## src/hdl/mws_pkg.sv

```systemverilog
package mws_pkg;

  localparam int SAMPLE_W       = 14;
  localparam int CFG_W          = 5;
  localparam int RING_DEPTH_DEF = 16;

  localparam logic [SAMPLE_W-1:0] JUMP_LIMIT   = SAMPLE_W'(300);
  localparam logic [SAMPLE_W-1:0] AGREE_MARGIN = SAMPLE_W'(100);

  localparam logic [CFG_W-1:0] WINDOW_RESET = CFG_W'(10);
  localparam logic [CFG_W-1:0] AGREE_RESET  = CFG_W'(5);

  // register index codes
  localparam logic REG_WINDOW_SIZE  = 1'b0;
  localparam logic REG_AGREE_NEEDED = 1'b1;

  typedef struct packed {
    logic write;
    logic start;
    logic reload;
    logic rotate;
    logic rank_en;
  } cell_ctl_t;

endpackage

```

## src/hdl/mws_cell.sv

```systemverilog
module mws_cell #(
  parameter int RING_DEPTH = mws_pkg::RING_DEPTH_DEF,
  parameter int INDEX      = 0,
  parameter int IW         = 4,
  parameter int CW         = 5
) (
  input  logic                         clk,
  input  mws_pkg::cell_ctl_t           ctl,
  input  logic [IW-1:0]                wr_pos,
  input  logic [mws_pkg::SAMPLE_W-1:0] sample,
  input  logic [CW-1:0]                count,
  input  logic [mws_pkg::SAMPLE_W-1:0] prev_value,
  input  logic [IW-1:0]                prev_tag,
  input  logic                         prev_valid,
  output logic [mws_pkg::SAMPLE_W-1:0] tok_value,
  output logic [IW-1:0]                tok_tag,
  output logic                         tok_valid
);
  import mws_pkg::*;

  logic [SAMPLE_W-1:0] value;
  logic [IW-1:0]       rank;
  logic                own_valid;
  logic                below;

  localparam logic [IW-1:0] MY_IDX = IW'(INDEX);

  assign own_valid = (CW'(INDEX) < count) && (INDEX < RING_DEPTH);
  assign below     = (tok_value < value) || ((tok_value == value) && (tok_tag < MY_IDX));

  always_ff @(posedge clk) begin
    if (ctl.write && (wr_pos == MY_IDX)) begin
      value <= sample;
    end
    if (ctl.start) begin
      tok_value <= value;
      tok_tag   <= MY_IDX;
      tok_valid <= own_valid;
      rank      <= '0;
    end else if (ctl.reload) begin
      tok_value <= value;
      tok_tag   <= rank;
      tok_valid <= own_valid;
    end else if (ctl.rotate) begin
      tok_value <= prev_value;
      tok_tag   <= prev_tag;
      tok_valid <= prev_valid;
      if (ctl.rank_en && own_valid && tok_valid && below) begin
        rank <= rank + 1'b1;
      end
    end
  end

endmodule

```

## src/hdl/mws_ctrl.sv

```systemverilog
module mws_ctrl #(
  parameter int RING_DEPTH = mws_pkg::RING_DEPTH_DEF,
  parameter int IW         = 4,
  parameter int CW         = 5
) (
  input  logic                         clk,
  input  logic                         rst,
  input  logic                         sample_valid,
  output logic                         sample_stall,
  input  logic [mws_pkg::SAMPLE_W-1:0] soc_sample,
  output logic                         result_valid,
  input  logic                         result_stall,
  output logic [mws_pkg::SAMPLE_W-1:0] shown_soc,
  input  logic [CW-1:0]                win,
  input  logic [mws_pkg::CFG_W-1:0]    agree_needed,
  input  logic                         restart,
  output mws_pkg::cell_ctl_t           ctl,
  output logic [IW-1:0]                wr_pos,
  output logic [CW-1:0]                count,
  input  logic [mws_pkg::SAMPLE_W-1:0] tail_value,
  input  logic [IW-1:0]                tail_tag,
  input  logic                         tail_valid
);
  import mws_pkg::*;

  localparam logic [2:0] S_IDLE   = 3'd0;
  localparam logic [2:0] S_LOAD   = 3'd1;
  localparam logic [2:0] S_RANK   = 3'd2;
  localparam logic [2:0] S_RELOAD = 3'd3;
  localparam logic [2:0] S_SCAN   = 3'd4;
  localparam logic [2:0] S_MED    = 3'd5;
  localparam logic [2:0] S_DECIDE = 3'd6;
  localparam logic [2:0] S_DONE   = 3'd7;

  localparam logic [IW-1:0] LAST_STEP = IW'(RING_DEPTH - 1);

  logic [2:0]          state;
  logic [IW-1:0]       step;
  logic [IW-1:0]       wp;
  logic                filled;
  logic [SAMPLE_W-1:0] shown;
  logic [SAMPLE_W-1:0] mid_lo;
  logic [SAMPLE_W-1:0] mid_hi;
  logic [SAMPLE_W-1:0] median;
  logic [CW-1:0]       agree_up;
  logic [CW-1:0]       agree_dn;

  logic                accept;
  logic [IW-1:0]       wp_eff;
  logic [CW-1:0]       wp_inc;
  logic                wrap;
  logic                even;
  logic [IW-1:0]       hi_rank;
  logic [IW-1:0]       lo_rank;
  logic [SAMPLE_W:0]   pair_sum;
  logic [SAMPLE_W:0]   up_bound;
  logic [SAMPLE_W:0]   dn_probe;
  logic                rising;
  logic [SAMPLE_W-1:0] diff;
  logic [CW-1:0]       agree;

  assign accept       = (state == S_IDLE) && sample_valid;
  assign sample_stall = (state != S_IDLE);
  assign wp_eff       = (CW'(wp) >= win) ? '0 : wp;
  assign wp_inc       = CW'(wp_eff) + 1'b1;
  assign wrap         = (wp_inc >= win);
  assign wr_pos       = wp_eff;
  assign count        = filled ? win : CW'(wp);

  assign even     = ~count[0];
  assign hi_rank  = IW'(count >> 1);
  assign lo_rank  = IW'((count >> 1) - 1'b1);
  assign pair_sum = {1'b0, mid_lo} + {1'b0, mid_hi};
  assign up_bound = {1'b0, shown} + {1'b0, AGREE_MARGIN};
  assign dn_probe = {1'b0, tail_value} + {1'b0, AGREE_MARGIN};
  assign rising   = (median > shown);
  assign diff     = rising ? (median - shown) : (shown - median);
  assign agree    = rising ? agree_up : agree_dn;

  always_comb begin
    ctl         = '0;
    ctl.write   = accept;
    ctl.start   = (state == S_LOAD);
    ctl.reload  = (state == S_RELOAD);
    ctl.rotate  = (state == S_RANK) || (state == S_SCAN);
    ctl.rank_en = (state == S_RANK);
  end

  always_ff @(posedge clk) begin
    if (rst) begin
      state        <= S_IDLE;
      step         <= '0;
      wp           <= '0;
      filled       <= 1'b0;
      shown        <= '0;
      result_valid <= 1'b0;
    end else begin
      if (result_valid && !result_stall && (state != S_DONE)) begin
        result_valid <= 1'b0;
      end
      if (restart) begin
        wp     <= '0;
        filled <= 1'b0;
      end
      unique case (state)
        S_IDLE: begin
          if (sample_valid) begin
            if (wrap) begin
              wp     <= '0;
              filled <= 1'b1;
            end else begin
              wp <= IW'(wp_inc);
            end
            if ((shown == '0) && !wrap && (wp_inc == CW'(1))) begin
              shown <= soc_sample;
              state <= S_DONE;
            end else begin
              state <= S_LOAD;
            end
          end
        end
        S_LOAD: begin
          step     <= '0;
          agree_up <= '0;
          agree_dn <= '0;
          state    <= S_RANK;
        end
        S_RANK: begin
          step <= step + 1'b1;
          if (step == LAST_STEP) begin
            state <= S_RELOAD;
          end
        end
        S_RELOAD: begin
          step  <= '0;
          state <= S_SCAN;
        end
        S_SCAN: begin
          step <= step + 1'b1;
          if (tail_valid) begin
            if (tail_tag == hi_rank) begin
              mid_hi <= tail_value;
            end
            if (even && (tail_tag == lo_rank)) begin
              mid_lo <= tail_value;
            end
            if ({1'b0, tail_value} > up_bound) begin
              agree_up <= agree_up + 1'b1;
            end
            if (dn_probe < {1'b0, shown}) begin
              agree_dn <= agree_dn + 1'b1;
            end
          end
          if (step == LAST_STEP) begin
            state <= S_MED;
          end
        end
        S_MED: begin
          median <= even ? pair_sum[SAMPLE_W:1] : mid_hi;
          state  <= S_DECIDE;
        end
        S_DECIDE: begin
          if (diff > JUMP_LIMIT) begin
            if (32'(agree) >= 32'(agree_needed)) begin
              shown <= median;
            end
          end else begin
            shown <= median;
          end
          state <= S_DONE;
        end
        S_DONE: begin
          if (!result_valid || !result_stall) begin
            result_valid <= 1'b1;
            state        <= S_IDLE;
          end
        end
        default: state <= S_IDLE;
      endcase
    end
  end

  always_ff @(posedge clk) begin
    if ((state == S_DONE) && (!result_valid || !result_stall)) begin
      shown_soc <= shown;
    end
  end

endmodule

```

## src/hdl/median_window_value_stabilizer_core.sv

```systemverilog
// channel   | signals                                  | direction
// ----------+------------------------------------------+----------
// sample    | sample_valid, sample_stall, soc_sample   | in
// result    | result_valid, result_stall, shown_soc    | out
// config    | psel, penable, pwrite, paddr, pwdata ... | apb
//
// each sample takes two full rotations of the cell ring (rank pass, then
// median/agree scan at the ring tail); a first sample is shown directly
// synchronous active-high reset; ring entries hold no reset value
// the sample side stalls while a sample is in work or its result still waits
// a finished result sits in the output register until taken
module median_window_value_stabilizer_core #(
  parameter int RING_DEPTH = mws_pkg::RING_DEPTH_DEF
) (
  input  logic                         clk,
  input  logic                         rst,
  input  logic                         sample_valid,
  output logic                         sample_stall,
  input  logic [mws_pkg::SAMPLE_W-1:0] soc_sample,
  output logic                         result_valid,
  input  logic                         result_stall,
  output logic [mws_pkg::SAMPLE_W-1:0] shown_soc,
  input  logic                         psel,
  input  logic                         penable,
  input  logic                         pwrite,
  input  logic [2:0]                   paddr,
  input  logic [31:0]                  pwdata,
  output logic [31:0]                  prdata,
  output logic                         pready
);
  import mws_pkg::*;

  localparam int IW = (RING_DEPTH > 1) ? $clog2(RING_DEPTH) : 1;
  localparam int CW = $clog2(RING_DEPTH + 1);

  logic [CFG_W-1:0]    window_size;
  logic [CFG_W-1:0]    agree_needed;
  logic                cfg_write;
  logic                restart;
  logic [CW-1:0]       win;
  cell_ctl_t           ctl;
  logic [IW-1:0]       wr_pos;
  logic [CW-1:0]       count;

  logic [SAMPLE_W-1:0] tok_value [RING_DEPTH];
  logic [IW-1:0]       tok_tag   [RING_DEPTH];
  logic                tok_valid [RING_DEPTH];

  assign pready    = 1'b1;
  assign cfg_write = psel && penable && pwrite;
  assign restart   = cfg_write && (paddr[2] == REG_WINDOW_SIZE);

  always_ff @(posedge clk) begin
    if (rst) begin
      window_size  <= WINDOW_RESET;
      agree_needed <= AGREE_RESET;
    end else if (cfg_write) begin
      unique case (paddr[2])
        REG_WINDOW_SIZE:  window_size  <= pwdata[CFG_W-1:0];
        REG_AGREE_NEEDED: agree_needed <= pwdata[CFG_W-1:0];
        default: ;
      endcase
    end
  end

  always_comb begin
    unique case (paddr[2])
      REG_WINDOW_SIZE:  prdata = {{(32-CFG_W){1'b0}}, window_size};
      REG_AGREE_NEEDED: prdata = {{(32-CFG_W){1'b0}}, agree_needed};
      default:          prdata = '0;
    endcase
  end

  always_comb begin
    if (window_size == '0) begin
      win = CW'(1);
    end else if (32'(window_size) > RING_DEPTH) begin
      win = CW'(RING_DEPTH);
    end else begin
      win = CW'(window_size);
    end
  end

  mws_ctrl #(
    .RING_DEPTH (RING_DEPTH),
    .IW         (IW),
    .CW         (CW)
  ) u_ctrl (
    .clk          (clk),
    .rst          (rst),
    .sample_valid (sample_valid),
    .sample_stall (sample_stall),
    .soc_sample   (soc_sample),
    .result_valid (result_valid),
    .result_stall (result_stall),
    .shown_soc    (shown_soc),
    .win          (win),
    .agree_needed (agree_needed),
    .restart      (restart),
    .ctl          (ctl),
    .wr_pos       (wr_pos),
    .count        (count),
    .tail_value   (tok_value[RING_DEPTH-1]),
    .tail_tag     (tok_tag[RING_DEPTH-1]),
    .tail_valid   (tok_valid[RING_DEPTH-1])
  );

  for (genvar i = 0; i < RING_DEPTH; i++) begin : g_cell
    localparam int PREV = (i + RING_DEPTH - 1) % RING_DEPTH;
    mws_cell #(
      .RING_DEPTH (RING_DEPTH),
      .INDEX      (i),
      .IW         (IW),
      .CW         (CW)
    ) u_cell (
      .clk        (clk),
      .ctl        (ctl),
      .wr_pos     (wr_pos),
      .sample     (soc_sample),
      .count      (count),
      .prev_value (tok_value[PREV]),
      .prev_tag   (tok_tag[PREV]),
      .prev_valid (tok_valid[PREV]),
      .tok_value  (tok_value[i]),
      .tok_tag    (tok_tag[i]),
      .tok_valid  (tok_valid[i])
    );
  end

endmodule
```

## config.mk

```make
export PLATFORM = sky130hd
export DESIGN_NAME = median_window_value_stabilizer_core
export DESIGN_NICKNAME = d
export VERILOG_FILES = /design/src/hdl/mws_pkg.sv /design/src/hdl/mws_cell.sv /design/src/hdl/mws_ctrl.sv /design/src/hdl/median_window_value_stabilizer_core.sv
export SDC_FILE = /design/constraint.sdc
export NUM_CORES = 2
export LEC_CHECK = 0
export BUFFER_PORTS_ARGS = -buffer_cell sky130_fd_sc_hd__clkbuf_2
export CAP_MARGIN = 20
export CORE_MARGIN = 4
export CORE_UTILIZATION = 30
export DETAILED_ROUTE_END_ITERATION = 8
export PLACE_DENSITY_LB_ADDON = 0.3
export RECOVER_POWER = 50
export SYNTH_ARGS = -nofsm -noshare
export SYNTH_HDL_FRONTEND = slang
export SYNTH_SLANG_ARGS = --single-unit
export TNS_END_PERCENT = 30
```

## constraint.sdc

```tcl
create_clock -name clk -period 8.5 [get_ports clk]
set_input_delay 0.85 -clock clk [delete_from_list [all_inputs] [get_ports clk]]
set_output_delay 0.85 -clock clk [all_outputs]
set_load 0.05 [all_outputs]
```

==> results.toml <==
[run_status]
outcome = "complete, but fails checks"
violations = "max-capacitance violations, max-slew violations"

[critical_path]
startpoint_type = "flop"
endpoint_kind = "flop"
critPathKind = "flop to flop"
cp.required_ps = 8890
rr_worst_depth = 5
arrival_ps = 6740
worstPathMaxFanout = 104
cpPeakStageDelay_ps = 2450
path_cells = "clkbuf_1 -> or2_0 -> clkbuf_2 -> nand2_1 -> o21ai_0"
critical_path_depth = 5
path_delay_family = "simple AND/OR/NAND/NOR gates"
cp_slowest_cell = "or2_0"
path_buf_inv = 2

[global_route]
grt_pass1_vias = 23900
antenna_found_initial = 5
overflow = 0
grt_use_total_pct = 14.4
grt_max_degree = 234
grt_pass1_wl_mm = 141

[logic_synthesis]
async_flop_share_pct = 0
ys.warnings.count = 0
synth-seq-cells = 695
synth_top_area_share_pct = 44.5
synth_cells = 3299
synthFlopType = "edfxtp_1"
avgSynthCellArea_um2 = 10.8
yosys.cell_types.count = 79
synth_top_area_cell = "edfxtp_1"
synth_area_um2 = 35800
synth.area.top_cells = "edfxtp_1 45%, ha_1 12%, dfxtp_1 9.2%"
ys_seq_area_share_pct = 53.7
synth_edf_count = 530

[cells_and_area]
multi_input_comb_area_um2 = 14800
layout-drive-gt1-share_pct = 5.53
area_growth_pct = 11.9
fillers = 11800
utilization_pct = 33.8
fin_nets = 3732
finalNonFillerCells = 4933
fin_area_um2 = 40000
diodes = 0
regArea_um2 = 19200

[clock_network]
cts-hold-fix-buffers = 0
cts_sinks = 695
postCtsSetupRepairBufs = 0
clock_path_buffers = 3
clk_latency_ps = 630
cts_max_level = 3
cts_tree = "built"
clk_pin_slew_ps = 60
cts_resized = 0
cts_buffers = 77
clockRootBuffer = "clkbuf_16"

[drt]
drc = 0
ant_nets = 0
post_drt_wl_per_cell_um = 18.6
drt_iter0_drc = 2069
first_pass_iters = 6
drt_wl_total_mm = 91.6
avgViaCountPerCell = 4.92
vias = 24300

[flow_run]
cap_violations = 18

[power_and_ir_drop]
power_density_nw_per_um2 = 359
total_leakage_power_nw = 16.2
total_power_mw = 14.3
ir_drop_uv = 376

[sta]
slew_viol_final = 569
slew_headroom_pct = -136
setup_tns_ps = 0
final-setup-viol-count = 0
rsz0062_at_grt = "no"
finalCritPeriodShare_pct = 74.7
min_period_ps = 6350
fin_skew_ps = 23.9
holdWs_ps = 454
final-hold-violation-count = 0
postLayoutSetupSlackWorst_ps = 2150
tightest_slew_ps = 3530
fmax_ghz = 0.158

[hold_path]
whs_path_depth = 2
min_path_type = "input port to flop"

[floorplanning]
num_rows = 126
initial_core_util_pct = 30.2
fp.dieArea_um2 = 125000
num_io_pins = 105
coreArea_um2 = 118000
die_h_um = 353
die_w_um = 353

[placed_design]
dp_hpwl_mm = 62.5
placed_cells = 4788
gp_congestion = 0.816
portBuffers = 47
post_dp_cell_area_um2 = 37600
dp_slack_ps = 2720
==> layout make-up <==
cell class                      count  area share (%)
Inverter                          307            2.88
Clock inverter                     31           0.726
Clock buffer                      111            5.52
Sequential cell                   695            48.0
Tap cell                         1536            4.80
Multi-Input combinational cell   2174            37.0
Timing Repair Buffer               79           0.991
==> path summary, 6_finish.rpt <==
| kind | start | end | slack [ps] |
|---|---|---|---|
| max | u_ctrl.state[2] | g_cell[6].u_cell.tok_value[5] | 2150 |
| min | pwdata[3] | window_size[3] | 450 |
| max reg2reg | u_ctrl.state[2] | g_cell[6].u_cell.tok_value[5] | 2150 |
| min reg2reg | g_cell[0].u_cell.tok_tag[3] | g_cell[0].u_cell.tok_tag[3] | 460 |
==> cell usage in the layout, fill, tap and decap left out, types with 10 or more instances in the layout <==
| master | n |
|---|---|
| a211o_1 | 11 |
| a211oi_1 | 28 |
| a21o_1 | 90 |
| a21oi_1 | 124 |
| a221o_1 | 11 |
| a222oi_1 | 29 |
| a22oi_1 | 39 |
| a311oi_2 | 10 |
| a31oi_1 | 10 |
| and2_1 | 23 |
| and3_1 | 12 |
| buf_4 | 10 |
| clkbuf_1 | 69 |
| clkbuf_16 | 80 |
| clkbuf_2 | 18 |
| clkinv_2 | 12 |
| conb_1 | 28 |
| dfxtp_1 | 165 |
| edfxtp_1 | 530 |
| ha_1 | 339 |
| inv_1 | 307 |
| mux2_2 | 12 |
| mux2i_1 | 32 |
| nand2_1 | 406 |
| nand2b_1 | 34 |
| nand3_1 | 73 |
| nand4_1 | 59 |
| nor2_1 | 165 |
| nor2b_1 | 30 |
| nor3_1 | 21 |
| o211ai_1 | 10 |
| o21a_1 | 56 |
| o21ai_0 | 312 |
| o31ai_1 | 13 |
| xnor2_1 | 51 |
| xor2_1 | 18 |
==> power by group <==
group / switching [mW] / internal [mW]
clock: 1.39 / 1.94
sequential: 0.751 / 5.12
combinational: 3.32 / 1.83
total: 5.47 / 8.88
==> worst reg2reg max path, stage by stage (launching register included) <==
cell and delay, ps:
dfxtp_1 350, clkbuf_1 1080, or2_0 2460, clkbuf_2 1670
nand2_1 370, o21ai_0 190
==> cells by family (layout without fill, tap and decap cells) <==
family	Yosys count	after routing	synth area share, %
and+or+nand+nor	882	882	11.3
AOI/OAI and AO/OA	807	807	14.7
DFF	695	695	53.7
buffers and inverters	456	528	5.19
adders and majority gates	342	342	12.0
xor gates and xnor gates	69	69	1.69
muxes	46	46	1.35
other	2	28	0.0210
==> routing by layer <==
| metal | wire [um] | vias up | global-route usage (%) |
|---|---|---|---|
| li1 | - | 12000 | - |
| met1 | 44200 | 11600 | 20.6 |
| met2 | 40600 | 549 | 22.5 |
| met3 | 4470 | 123 | 2.28 |
| met4 | 2290 | 0 | 3.90 |
| met5 | 0 | - | 0 |
==> registers in the layout (all words and copies together), names as in the netlist, 14 cells and up <==
signal / flops
u_ctrl.median: 14
u_ctrl.shown_soc: 14
g_cell.u_cell.tok_tag: 64
g_cell.u_cell.tok_value: 224
g_cell.u_cell.tok_valid: 16
g_cell.u_cell.value: 224
u_ctrl.mid_hi: 14
u_ctrl.mid_lo: 14
u_ctrl.shown: 14
g_cell.u_cell.rank: 64
==> cell usage after synthesis, drive strengths merged (11+ instances only) <==
master	number
edfxtp	530
nand2	407
ha	339
o21ai	319
inv	307
nor2	166
dfxtp	165
a21oi	125
clkbuf	101
a21o	90
nand3	73
nand4	59
o21a	56
xnor2	51
buf	48
a22oi	40
nand2b	34
mux2i	32
nor2b	31
a222oi	29
a211oi	28
and2	24
nor3	21
a311oi	18
xor2	18
mux2	14
o31ai	13
and3	12
a211o	11
a221o	11
o211ai	11
Note: power is estimated with default switching activity, not from simulation.
